### src/hw/rtl/rrlsq_pkg.sv
// Shared types and constants for the retry rate limited send queue.
`timescale 1ns / 1ps
`default_nettype none
package rrlsq_pkg;

  localparam int DEF_QUEUE_DEPTH = 16;
  localparam int DEF_HANDLE_BITS = 16;

  localparam int HANDLE_W  = 16;
  localparam int TIME_W    = 32;
  localparam int GAP_W     = 16;
  localparam int MDEPTH_W  = 5;
  localparam int RETRY_W   = 8;
  localparam int OUTCNT_W  = 5;
  localparam int IN_DATA_W = 88;
  localparam int OUT_DATA_W = 64;
  localparam int ADDR_W    = 5;
  localparam int APB_W     = 32;

  localparam logic [GAP_W-1:0]    GAP_FLOOR       = 16'd10;
  localparam logic [GAP_W-1:0]    RST_MIN_GAP     = 16'd100;
  localparam logic [MDEPTH_W-1:0] RST_MAX_DEPTH   = 5'd10;
  localparam logic [RETRY_W-1:0]  RST_MAX_RETRIES = 8'd10;
  localparam logic [RETRY_W-1:0]  ATTEMPT_MAX     = 8'hFF;

  typedef enum logic [1:0] {
    ACT_PUSH  = 2'd0,
    ACT_FETCH = 2'd1,
    ACT_MARK  = 2'd2,
    ACT_DELAY = 2'd3
  } act_t;

  typedef enum logic [2:0] {
    REG_MIN_GAP     = 3'd0,
    REG_MAX_DEPTH   = 3'd1,
    REG_MAX_RETRIES = 3'd2,
    REG_DEL_OLDEST  = 3'd3,
    REG_EXPIRE      = 3'd4
  } reg_idx_t;

  typedef enum logic [2:0] {
    ST_IDLE,
    ST_EXEC,
    ST_EXP_WAIT,
    ST_EXP_CHECK,
    ST_WAIT,
    ST_FINISH
  } state_t;

  typedef struct packed {
    logic [GAP_W-1:0]    min_gap_ms;
    logic [MDEPTH_W-1:0] max_depth;
    logic [RETRY_W-1:0]  retry_limit;
    logic                evict_old;
    logic [TIME_W-1:0]   expire_ms;
  } cfg_t;

  typedef struct packed {
    logic capture;
    logic pop;
    logic drop;
    logic stamp_send;
    logic push;
    logic attempt_inc;
    logic delay_set;
    logic calc_t;
    logic load_out;
  } cmd_t;

  typedef struct packed {
    act_t act;
    logic empty;
    logic full;
    logic retry_over;
    logic expire_en;
    logic expired;
    logic success;
    logic evict_old;
    logic out_busy;
  } sts_t;

endpackage
`default_nettype wire

### src/hw/rtl/rrlsq_regs.sv
// APB configuration registers.
`timescale 1ns / 1ps
`default_nettype none
module rrlsq_regs (
  input  wire logic                         clk,
  input  wire logic                         rst,
  input  wire logic                         psel,
  input  wire logic                         penable,
  input  wire logic                         pwrite,
  input  wire logic [rrlsq_pkg::ADDR_W-1:0] paddr,
  input  wire logic [rrlsq_pkg::APB_W-1:0]  pwdata,
  output logic      [rrlsq_pkg::APB_W-1:0]  prdata,
  output logic                              pready,
  output rrlsq_pkg::cfg_t                   cfg
);
  import rrlsq_pkg::*;

  reg_idx_t idx;
  logic     wr_en;

  assign idx    = reg_idx_t'(paddr[ADDR_W-1:2]);
  assign wr_en  = psel && penable && pwrite;
  assign pready = 1'b1;

  always_ff @(posedge clk) begin
    if (rst) begin
      cfg.min_gap_ms  <= RST_MIN_GAP;
      cfg.max_depth   <= RST_MAX_DEPTH;
      cfg.retry_limit <= RST_MAX_RETRIES;
      cfg.evict_old   <= 1'b0;
      cfg.expire_ms   <= '0;
    end else if (wr_en) begin
      case (idx)
        REG_MIN_GAP:     cfg.min_gap_ms  <= pwdata[GAP_W-1:0];
        REG_MAX_DEPTH:   cfg.max_depth   <= pwdata[MDEPTH_W-1:0];
        REG_MAX_RETRIES: cfg.retry_limit <= pwdata[RETRY_W-1:0];
        REG_DEL_OLDEST:  cfg.evict_old   <= pwdata[0];
        REG_EXPIRE:      cfg.expire_ms   <= pwdata[TIME_W-1:0];
        default: ;
      endcase
    end
  end

  always_comb begin
    case (idx)
      REG_MIN_GAP:     prdata = APB_W'(cfg.min_gap_ms);
      REG_MAX_DEPTH:   prdata = APB_W'(cfg.max_depth);
      REG_MAX_RETRIES: prdata = APB_W'(cfg.retry_limit);
      REG_DEL_OLDEST:  prdata = APB_W'(cfg.evict_old);
      REG_EXPIRE:      prdata = APB_W'(cfg.expire_ms);
      default:         prdata = '0;
    endcase
  end

endmodule
`default_nettype wire

### src/hw/rtl/rrlsq_ctrl.sv
// Controller state machine sequencing one transaction at a time.
`timescale 1ns / 1ps
`default_nettype none
module rrlsq_ctrl (
  input  wire logic            clk,
  input  wire logic            rst,
  input  wire logic            in_valid,
  output logic                 in_ready,
  input  wire rrlsq_pkg::sts_t sts,
  output rrlsq_pkg::cmd_t      cmd
);
  import rrlsq_pkg::*;

  state_t state;
  state_t state_next;

  always_ff @(posedge clk) begin
    if (rst) state <= ST_IDLE;
    else     state <= state_next;
  end

  always_comb begin
    state_next = state;
    cmd        = '0;
    in_ready   = 1'b0;
    case (state)
      ST_IDLE: begin
        in_ready = 1'b1;
        if (in_valid) begin
          cmd.capture = 1'b1;
          state_next  = ST_EXEC;
        end
      end
      ST_EXEC: begin
        case (sts.act)
          ACT_PUSH: begin
            if (sts.evict_old && sts.full) begin
              cmd.pop  = 1'b1;
              cmd.drop = 1'b1;
            end else begin
              cmd.push   = !sts.full;
              state_next = ST_WAIT;
            end
          end
          ACT_FETCH: begin
            if (!sts.empty && sts.retry_over) begin
              cmd.pop  = 1'b1;
              cmd.drop = 1'b1;
            end
            state_next = ST_EXP_WAIT;
          end
          ACT_MARK: begin
            if (!sts.empty) begin
              if (sts.success) begin
                cmd.pop        = 1'b1;
                cmd.stamp_send = 1'b1;
              end else begin
                cmd.attempt_inc = 1'b1;
              end
            end
            state_next = ST_WAIT;
          end
          ACT_DELAY: begin
            cmd.delay_set = 1'b1;
            state_next    = ST_WAIT;
          end
          default: state_next = ST_WAIT;
        endcase
      end
      ST_EXP_WAIT: state_next = ST_EXP_CHECK;
      ST_EXP_CHECK: begin
        if (sts.expire_en && !sts.empty && sts.expired) begin
          cmd.pop    = 1'b1;
          cmd.drop   = 1'b1;
          state_next = ST_EXP_WAIT;
        end else begin
          state_next = ST_WAIT;
        end
      end
      ST_WAIT: begin
        cmd.calc_t = 1'b1;
        state_next = ST_FINISH;
      end
      ST_FINISH: begin
        if (!sts.out_busy) begin
          cmd.load_out = 1'b1;
          state_next   = ST_IDLE;
        end
      end
      default: state_next = ST_IDLE;
    endcase
  end

endmodule
`default_nettype wire

### src/hw/rtl/rrlsq_datapath.sv
// Datapath: entry stores, queue pointers, send timing and output register.
`timescale 1ns / 1ps
`default_nettype none
module rrlsq_datapath #(
  parameter int QUEUE_DEPTH = rrlsq_pkg::DEF_QUEUE_DEPTH,
  parameter int HANDLE_BITS = rrlsq_pkg::DEF_HANDLE_BITS
) (
  input  wire logic                             clk,
  input  wire logic                             rst,
  input  wire rrlsq_pkg::cfg_t                  cfg,
  input  wire rrlsq_pkg::cmd_t                  cmd,
  output rrlsq_pkg::sts_t                       sts,
  input  wire logic [1:0]                       in_act,
  input  wire logic [rrlsq_pkg::HANDLE_W-1:0]   in_handle,
  input  wire logic [rrlsq_pkg::TIME_W-1:0]     in_now,
  input  wire logic                             in_success,
  input  wire logic [rrlsq_pkg::TIME_W-1:0]     in_delay,
  output logic                                  out_valid,
  input  wire logic                             out_ready,
  output logic      [rrlsq_pkg::OUT_DATA_W-1:0] out_data
);
  import rrlsq_pkg::*;

  localparam int STORE_W = (HANDLE_BITS < HANDLE_W) ? HANDLE_BITS : HANDLE_W;
  localparam int PTR_W   = $clog2(QUEUE_DEPTH);
  localparam int CNT_W   = $clog2(QUEUE_DEPTH + 1);

  logic [STORE_W-1:0] handle_mem [QUEUE_DEPTH];
  logic [TIME_W-1:0]  time_mem   [QUEUE_DEPTH];
  logic [STORE_W-1:0] rd_handle;
  logic [TIME_W-1:0]  rd_time;

  act_t               act;
  logic [STORE_W-1:0] handle;
  logic [TIME_W-1:0]  now;
  logic               success;
  logic [TIME_W-1:0]  delay;

  logic [PTR_W-1:0]   head_ptr;
  logic [PTR_W-1:0]   tail_ptr;
  logic [CNT_W-1:0]   count;
  logic [RETRY_W-1:0] attempt;
  logic [TIME_W-1:0]  last_send;
  logic [CNT_W-1:0]   drop_cnt;
  logic               push_ok;
  logic [TIME_W-1:0]  t_base;

  logic [CNT_W-1:0]   depth_eff;
  logic [GAP_W-1:0]   gap;
  logic [TIME_W-1:0]  age;
  logic [TIME_W-1:0]  diff;
  logic [TIME_W-1:0]  t_sel;
  logic [TIME_W-1:0]  next_time;
  logic               empty;
  logic               ok_bit;
  logic               hv_bit;
  logic [HANDLE_W-1:0] hh;

  function automatic logic [PTR_W-1:0] ptr_inc(input logic [PTR_W-1:0] p);
    return (p == PTR_W'(QUEUE_DEPTH - 1)) ? '0 : p + 1'b1;
  endfunction

  always_comb begin
    if (cfg.max_depth == '0)
      depth_eff = CNT_W'(1);
    else if (32'(cfg.max_depth) > 32'(QUEUE_DEPTH))
      depth_eff = CNT_W'(QUEUE_DEPTH);
    else
      depth_eff = CNT_W'(cfg.max_depth);
  end

  assign empty = (count == '0);
  assign gap   = (cfg.min_gap_ms < GAP_FLOOR) ? GAP_FLOOR : cfg.min_gap_ms;
  assign age   = now - rd_time;

  assign sts.act        = act;
  assign sts.empty      = empty;
  assign sts.full       = (count >= depth_eff);
  assign sts.retry_over = (attempt > cfg.retry_limit);
  assign sts.expire_en  = (cfg.expire_ms != '0);
  assign sts.expired    = (age >= cfg.expire_ms);
  assign sts.success    = success;
  assign sts.evict_old  = cfg.evict_old;
  assign sts.out_busy   = out_valid && !out_ready;

  // entry stores: one write port at the tail, registered read at the head
  always_ff @(posedge clk) begin
    if (cmd.push) handle_mem[tail_ptr] <= handle;
    rd_handle <= handle_mem[head_ptr];
  end

  always_ff @(posedge clk) begin
    if (cmd.push) time_mem[tail_ptr] <= now;
    rd_time <= time_mem[head_ptr];
  end

  always_ff @(posedge clk) begin
    if (cmd.capture) begin
      act     <= act_t'(in_act);
      handle  <= in_handle[STORE_W-1:0];
      now     <= in_now;
      success <= in_success;
      delay   <= in_delay;
    end
    if (cmd.calc_t) t_base <= last_send + TIME_W'(gap);
  end

  always_ff @(posedge clk) begin
    if (rst) begin
      head_ptr  <= '0;
      tail_ptr  <= '0;
      count     <= '0;
      attempt   <= '0;
      last_send <= '0;
      drop_cnt  <= '0;
      push_ok   <= 1'b0;
    end else begin
      if (cmd.capture) begin
        drop_cnt <= '0;
        push_ok  <= 1'b0;
      end
      if (cmd.pop) begin
        head_ptr <= ptr_inc(head_ptr);
        count    <= count - 1'b1;
        attempt  <= '0;
      end else if (cmd.push) begin
        tail_ptr <= ptr_inc(tail_ptr);
        count    <= count + 1'b1;
        push_ok  <= 1'b1;
      end else if (cmd.attempt_inc && attempt != ATTEMPT_MAX) begin
        attempt <= attempt + 1'b1;
      end
      if (cmd.drop)       drop_cnt  <= drop_cnt + 1'b1;
      if (cmd.stamp_send) last_send <= now;
      if (cmd.delay_set)  last_send <= now + delay;
    end
  end

  always_comb begin
    diff      = now - t_base;
    t_sel     = (diff != '0 && !diff[TIME_W-1]) ? now : t_base;
    if (empty)            next_time = '0;
    else if (t_sel == '0) next_time = TIME_W'(1);
    else                  next_time = t_sel;
    ok_bit = (act == ACT_PUSH) ? push_ok : !empty;
    hv_bit = (act == ACT_FETCH) && !empty;
    hh     = empty ? '0 : HANDLE_W'(rd_handle);
  end

  always_ff @(posedge clk) begin
    if (rst) begin
      out_valid <= 1'b0;
    end else if (cmd.load_out) begin
      out_valid <= 1'b1;
    end else if (out_ready) begin
      out_valid <= 1'b0;
    end
  end

  always_ff @(posedge clk) begin
    if (cmd.load_out) begin
      out_data <= OUT_DATA_W'({next_time, OUTCNT_W'(count), OUTCNT_W'(drop_cnt),
                               hh, hv_bit, ok_bit});
    end
  end

endmodule
`default_nettype wire

### src/hw/rtl/retry_rate_limited_send_queue.sv
// Top level of the retry rate limited send queue.
// A bounded queue of message handles stamped with their push time. Each input
// transaction carries an action (push, fetch head, mark processed, add delay) and
// yields exactly one result transaction with the push/non-empty flag, head
// handle, count of entries dropped, entries left and the next schedule time.
// One transaction is worked at a time; the next is accepted as soon as the
// previous result sits in the output register. A push drops entries one at a
// time to make room when eviction is on; a fetch drops an over-retried head,
// then each entry aged out, waiting on the head read after each drop. This
// order is set by the single registered read port of the entry stores, which
// must settle after each head change. The stores need no clearing after reset.
`timescale 1ns / 1ps
`default_nettype none
module retry_rate_limited_send_queue #(
  parameter int QUEUE_DEPTH = rrlsq_pkg::DEF_QUEUE_DEPTH,
  parameter int HANDLE_BITS = rrlsq_pkg::DEF_HANDLE_BITS
) (
  input  wire logic                             clk,
  input  wire logic                             rst,
  input  wire logic                             s_tvalid,
  output logic                                  s_tready,
  // handle[15:0], now_ms[47:16], success[48], delay_ms[80:49], zero fill
  input  wire logic [rrlsq_pkg::IN_DATA_W-1:0]  s_tdata,
  // action[1:0]
  input  wire logic [1:0]                       s_tuser,
  output logic                                  m_tvalid,
  input  wire logic                             m_tready,
  // ok[0], head_valid[1], head_handle[17:2], dropped[22:18],
  // queue_count[27:23], next_time_ms[59:28], zero fill
  output logic      [rrlsq_pkg::OUT_DATA_W-1:0] m_tdata,
  input  wire logic                             psel,
  input  wire logic                             penable,
  input  wire logic                             pwrite,
  input  wire logic [rrlsq_pkg::ADDR_W-1:0]     paddr,
  input  wire logic [rrlsq_pkg::APB_W-1:0]      pwdata,
  output logic      [rrlsq_pkg::APB_W-1:0]      prdata,
  output logic                                  pready
);
  import rrlsq_pkg::*;

  cfg_t cfg;
  cmd_t cmd;
  sts_t sts;

  rrlsq_regs u_regs (
    .clk     (clk),
    .rst     (rst),
    .psel    (psel),
    .penable (penable),
    .pwrite  (pwrite),
    .paddr   (paddr),
    .pwdata  (pwdata),
    .prdata  (prdata),
    .pready  (pready),
    .cfg     (cfg)
  );

  rrlsq_ctrl u_ctrl (
    .clk      (clk),
    .rst      (rst),
    .in_valid (s_tvalid),
    .in_ready (s_tready),
    .sts      (sts),
    .cmd      (cmd)
  );

  rrlsq_datapath #(
    .QUEUE_DEPTH (QUEUE_DEPTH),
    .HANDLE_BITS (HANDLE_BITS)
  ) u_datapath (
    .clk        (clk),
    .rst        (rst),
    .cfg        (cfg),
    .cmd        (cmd),
    .sts        (sts),
    .in_act     (s_tuser),
    .in_handle  (s_tdata[15:0]),
    .in_now     (s_tdata[47:16]),
    .in_success (s_tdata[48]),
    .in_delay   (s_tdata[80:49]),
    .out_valid  (m_tvalid),
    .out_ready  (m_tready),
    .out_data   (m_tdata)
  );

endmodule
`default_nettype wire
### config.mk
export PLATFORM = sky130hd
export DESIGN_NAME = retry_rate_limited_send_queue
export DESIGN_NICKNAME = d
export VERILOG_FILES = /design/src/hw/rtl/rrlsq_pkg.sv /design/src/hw/rtl/rrlsq_regs.sv /design/src/hw/rtl/rrlsq_ctrl.sv /design/src/hw/rtl/rrlsq_datapath.sv /design/src/hw/rtl/retry_rate_limited_send_queue.sv
export SDC_FILE = /design/constraint.sdc
export NUM_CORES = 1
export LEC_CHECK = 0
export ABC_AREA = 1
export BUFFER_PORTS_ARGS = -buffer_cell sky130_fd_sc_hd__clkbuf_2
export CAP_MARGIN = 20
export CORE_MARGIN = 2
export CORE_UTILIZATION = 62
export CTS_CLUSTER_SIZE = 28
export DETAILED_ROUTE_END_ITERATION = 12
export PLACE_DENSITY_LB_ADDON = 0.05
export SYNTH_ARGS = -nofsm -noshare
export SYNTH_HDL_FRONTEND = slang
export SYNTH_SLANG_ARGS = --single-unit
### constraint.sdc
create_clock -name clk -period 10.9 [get_ports clk]
set_input_delay 2.18 -clock clk [delete_from_list [all_inputs] [get_ports clk]]
set_output_delay 2.18 -clock clk [all_outputs]
set_load 0.05 [all_outputs]
# Word-level counts from Yosys, hierarchy flattened
# Memories as Yosys holds them, arrays and structs flattened. A register that Yosys moved wholly into a read port is not among the register bits.
# Index checks and enable logic that the tools add are counted.
[op_classes]
magnitude_cmp = 5
eq_ne = 18
n_addsub = 10
n_mux = 50
bitwise = 2
n_reduce_logical = 37
[op_table]
columns = ["operator", "count"]
rows = [
  ["case mux 32 bit (5 select lines)", 1],
  ["two-way mux 32 bit", 3],
  ["nonzero test 32 bit", 2],
  ["subtractor 32 bit", 2],
  ["adder 32 x 16 -> 32 bit", 1],
  ["adder 32 bit", 1],
  [">= comparator 32 bit", 1],
  ["logical NOT 32 bit", 1],
  ["two-way mux 5 bit", 6],
  ["two-way mux 1 bit", 24],
  ["case mux 3 bit (6 select lines)", 1],
  ["< comparator 16 x 4 -> 1 bit, second input constant", 1],
  ["two-way mux 16 bit", 1],
  ["AND reduction 2 bit", 7],
  ["== test 3 x 2 -> 1 bit, second input constant", 4],
  ["two-way mux 3 bit", 4],
  ["two-way mux 4 bit", 3],
  ["adder 5 x 1 -> 5 bit, second input constant", 2],
  ["logical AND 1 bit", 10],
  ["logical NOT 5 bit", 2],
  ["== test 3 bit, second input constant", 3],
  ["case mux 3 bit (3 select lines)", 1],
  ["adder 4 x 1 -> 4 bit, second input constant", 2],
  ["adder 8 x 1 -> 8 bit, second input constant", 1],
  ["other kinds (22)", 38],
]
[word_totals]
ff_bits = 300
mem_bits_rw = 768
in_bits = 134
n_memories = 2
[mem_list]
columns = ["name", "words", "word_bits", "rd", "rd_clocked_by_memory_dff", "wr", "line_no", "rtl"]
rows = [
  ["u_datapath.time_mem", 16, 32, 1, 1, 1, "rrlsq_datapath.sv:29", "logic [TIME_W-1:0] time_mem [QUEUE_DEPTH];"],
  ["u_datapath.handle_mem", 16, 16, 1, 1, 1, "rrlsq_datapath.sv:28", "logic [STORE_W-1:0] handle_mem [QUEUE_DEPTH];"],
]

# Logic depth before layout (Yosys ltp)
[logic_depth]
ltp_word = 10
mapped_depth = 32

# Cells and area by module
# Synthesis repeated with hierarchy kept, for this count alone.
[unflattened]
hier_cells = 4852
area_unflattened_um2 = 51125.3
[modules_own_cells]
columns = ["module", "instances", "seq_area_each_um2", "area_each_um2", "cells_per_inst"]
rows = [
  ["rrlsq_datapath", 1, 30479.2, 47526.8, 4291],
  ["rrlsq_regs", 1, 1241.2, 3284.4, 504],
  ["rrlsq_ctrl", 1, 60.1, 314.1, 57],
]

# Least setup slack after synthesis
# No wires, ideal clock.
[synth_path]
path_kind = "input-to-reg"
from = "input port m_tready"
to = "register u_datapath.out_data[0] (netlist name) (enable)"
setup_ns = 0.626
path_buffers = 0
setup_slack_ns = 2.364
cell_stages = 2
required_ns = 10.274
arrival_ns = 7.910
path_cell_list = "nor2_1 -> nor4_1"
[synth_lines]
columns = ["item", "line_no", "rtl"]
rows = [
  ["from (decl)", "retry_rate_limited_send_queue.sv:27", "input wire logic m_tready,"],
  ["to (signal assigned)", "rrlsq_datapath.sv:162", "out_data <= OUT_DATA_W'({next_time, OUTCNT_W'(count), OUTCNT_W'(drop_cnt),"],
  ["to (decl)", "rrlsq_datapath.sv:20", "output logic [rrlsq_pkg::OUT_DATA_W-1:0] out_data"],
]

==> results by group <==
Synthesis
  – Fraction of registers with async set/reset: 0%
  – Post-synth EDFFs: 943
  – Post-synth top area cell: edfxtp_1
  – Seq/Total Area, Yosys: 63.4%
  – Most frequent cells after synthesis: 943 x edfxtp_1, 710 x nand2_1, 668 x nor2_1, 404 x inv_1, 361 x o21ai_0
  – Ys Warns: 0
  – Post-synth top area share: 56.5%
  – Yosys reg bits: 1116
  – Post-Syn Area: 0.0501 mm^2
  – Largest cells by area after synthesis: edfxtp_1 57%, dfxtp_1 6.9%, nand2_1 5.3%, nor2_1 5.0%, ha_1 4.1%
  – Avg Inst Size Synth: 10.8 um^2
  – Yosys cell types: 49
  – Ys flop type: edfxtp_1
  – Syn Inst Count: 4622
  – Most common cell in the netlist: edfxtp_1

Clock network
  – Clock root cell: clkbuf_16
  – TritonCTS clock tree: built
  – Clk slew on worst S/H paths: 0.06 ns
  – Cts hold-fix bufs: 0
  – Cts repair resizes: 0
  – CTS H-Tree Depth: 3
  – CTS sink count: 1116
  – Num CTS Buffers: 111
  – Clock Latency Late Sink: 0.71 ns
  – CTS Buffer Depth: 3
  – Post-CTS Setup Bufs: 0

Worst setup path
  – Critical Path RT: 11.50 ns
  – CP peak stage delay: 0.49 ns
  – Arrival time at the worst endpoint: 7.39 ns
  – Top cell family by delay on the critical path: compound AO/OA/AOI/OAI gates
  – Critical Path End Type: flip-flop
  – Crit Path Category: reg2reg
  – Worst Setup SP: u_datapath.now[0]
  – Worst setup SP type: flip-flop
  – Most Frequent Cell on Critical Path: o21ai_0
  – R2R Path Start: u_datapath.now[0]
  – Critical-path top delay cell: fa_1
  – CP Buf/Inv Count: 4
  – Peak fanout along the critical path: 19

Timing
  – Actual slew at the worst max-slew pin: 1.08 ns
  – RSZ-0062 raised after global routing: no
  – Final Cycle Share: 62.4%
  – Final min period: 6.80 ns
  – Max Fclk: 147 MHz
  – Worst relative slew slack: 28.0%
  – Total negative setup slack: 0 ns
  – Max-slew violations: 0
  – Final Setup Violations: 0
  – Final Hold Viols: 0
  – Skew final: 0.0410 ns

Pwr
  – Sw frac: 24.5%
  – VDD IR-drop max: 136 uV
  – Cell area power density: 173 mW/mm^2
  – Int Power: 0.00733 W
  – Leakage: 21.4 nW
  – Seq pwr share: 49.4%
  – Gate power share: 10.1%
  – Overall Power: 0.00971 W
  – P_sw: 0.00238 W
  – Clock power frac: 40.5%

Global route
  – Initial antenna violation count: 6
  – Pin count of the biggest net entering global routing: 139
  – GRT overflow: 0
  – Total global routing track utilization: 32.3%
  – Vias in the first global route: 33000
  – First-pass GRT wire length: 200 mm

Min path
  – Tightest Hold Check Type: reg2reg
  – Hold Crit Start: u_datapath.last_send[7]

Routing
  – Vias/cell: 5.96
  – DR WL/cell: 22.7 um
  – Post-DRT Antenna Nets: 0
  – Drt drc: 0
  – DRT Pass-1 Iters: 9
  – WL final: 136 mm
  – Initial drt markers: 3417
  – Via count: 35700

Job
  – Total of max-cap violations: 0

Finish
  – Final-stage net count: 5127
  – Fill cells: 5883
  – Final Instance Area: 0.0562 mm^2
  – Final non-filler cell total: 5981
  – Area grow syn2layout: 12.2%
  – Share of layout cells above drive strength 1: 10.2%
  – Antenna Cells: 0

Placed design
  – DP Wirelength: 82.1 mm
  – Cells after DPL: 5771
  – Routability cong.: 0.945
  – Post-DP Area: 0.0524 mm^2
  – IO buf count: 218

Floorplanning
  – Die height: 288 um
  – Cell row count: 104
  – Core Box Area: 0.0803 mm^2
  – Die area: 0.0831 mm^2
  – Top Ports: 233
  – Die W: 288 um
  – Starting Density: 62.4%

Run status
  – Outcome: completed
## final cells by class
class / count / area (um^2) / share of cell area (%)
Sequential cell: 1116 / 31800 / 56.5
Multi-Input combinational cell: 2890 / 16100 / 28.6
Clock buffer: 148 / 3020 / 5.37
Timing Repair Buffer: 296 / 1680 / 2.98
Inverter: 409 / 1540 / 2.74
Tap cell: 1060 / 1330 / 2.36
Clock inverter: 62 / 791 / 1.41
## power by group through the flow
stage / combinational [W] / clock, W / sequential [W]
after floorplan: 0.000603 / 0 / 0.00491
after global placement: 0.000948 / 0 / 0.00488
after detailed placement: 0.000961 / 0 / 0.00488
after CTS: 0.000967 / 0.00397 / 0.00479
after global routing: 0.00108 / 0.00412 / 0.00480
final: 0.000981 / 0.00393 / 0.00480
## per-stage QoR
step / utilization, % / worst slack [ns] / hold WS, ns
after detailed placement: 65.3 / 4.32 / 0.466
final: 70.0 / 4.10 / 0.475
after CTS: 70.0 / 4.30 / 0.477
after floorplan: - / 2.36 / 0.450
after global placement: 65.3 / 4.41 / 0.464
after global routing: 70.0 / 3.69 / 0.493
## registers in the layout, summed over array words and instances, names as in the netlist, 8 cells and up
register / count
u_datapath.attempt: 8
u_datapath.delay: 32
u_datapath.handle: 16
u_datapath.handle_mem: 256
u_datapath.last_send: 32
u_datapath.now: 32
u_datapath.out_data: 60
u_datapath.rd_handle: 16
u_datapath.rd_time: 32
u_datapath.t_base: 32
u_datapath.time_mem: 512
u_regs.cfg: 62
## worst paths after layout
check                            end  slack (ns)  cells past startpoint
min          u_datapath.last_send[7]        0.47                      2
min reg2reg  u_datapath.last_send[7]        0.47                      2
max reg2reg      u_datapath.count[4]        4.10                     30
max              u_datapath.count[4]        4.10                     30
## worst min-delay path: stages, from the launching register on
cell and delay (ns):
dfxtp_1 0.31, nand2_1 0.06, a21oi_1 0.05
## cell families after synthesis
| kind of cell | synth area share [%] |
|---|---|
| AO/OA/AOI/OAI | 10.6 |
| XOR/XNOR | 1.89 |
| adder cells (fa/ha/maj) | 4.29 |
| buffers and inverters | 4.80 |
| flip-flops | 63.4 |
| multiplexers | 1.64 |
| other | 0.0150 |
| AND/OR/NAND/NOR | 13.4 |
## metal layers
| metal | GRT usage, % | vias up | part of all wire [%] |
|---|---|---|---|
| met5 | 0 | - | 0.012 |
| met4 | 11.9 | 2 | 3.7 |
| met3 | 4.36 | 242 | 7.7 |
| met2 | 51.6 | 1528 | 47 |
| met1 | 45.6 | 17200 | 42 |
| li1 | - | 16700 | - |
## cell usage in the layout (no fill, tap or decap), types with 35 or more instances in the layout
| cell type | instances |
|---|---|
| nand4_1 | 35 |
| o221ai_1 | 92 |
| nor2_1 | 649 |
| buf_4 | 78 |
| nand2_1 | 710 |
| dfxtp_1 | 170 |
| mux2i_1 | 82 |
| clkbuf_16 | 112 |
| clkbuf_2 | 218 |
| xor2_1 | 77 |
| a21oi_1 | 225 |
| ha_1 | 164 |
| edfxtp_1 | 943 |
| nand3_1 | 184 |
| inv_1 | 400 |
| o32ai_1 | 110 |
| o21ai_0 | 361 |
Power figures use the tool's default switching activity.
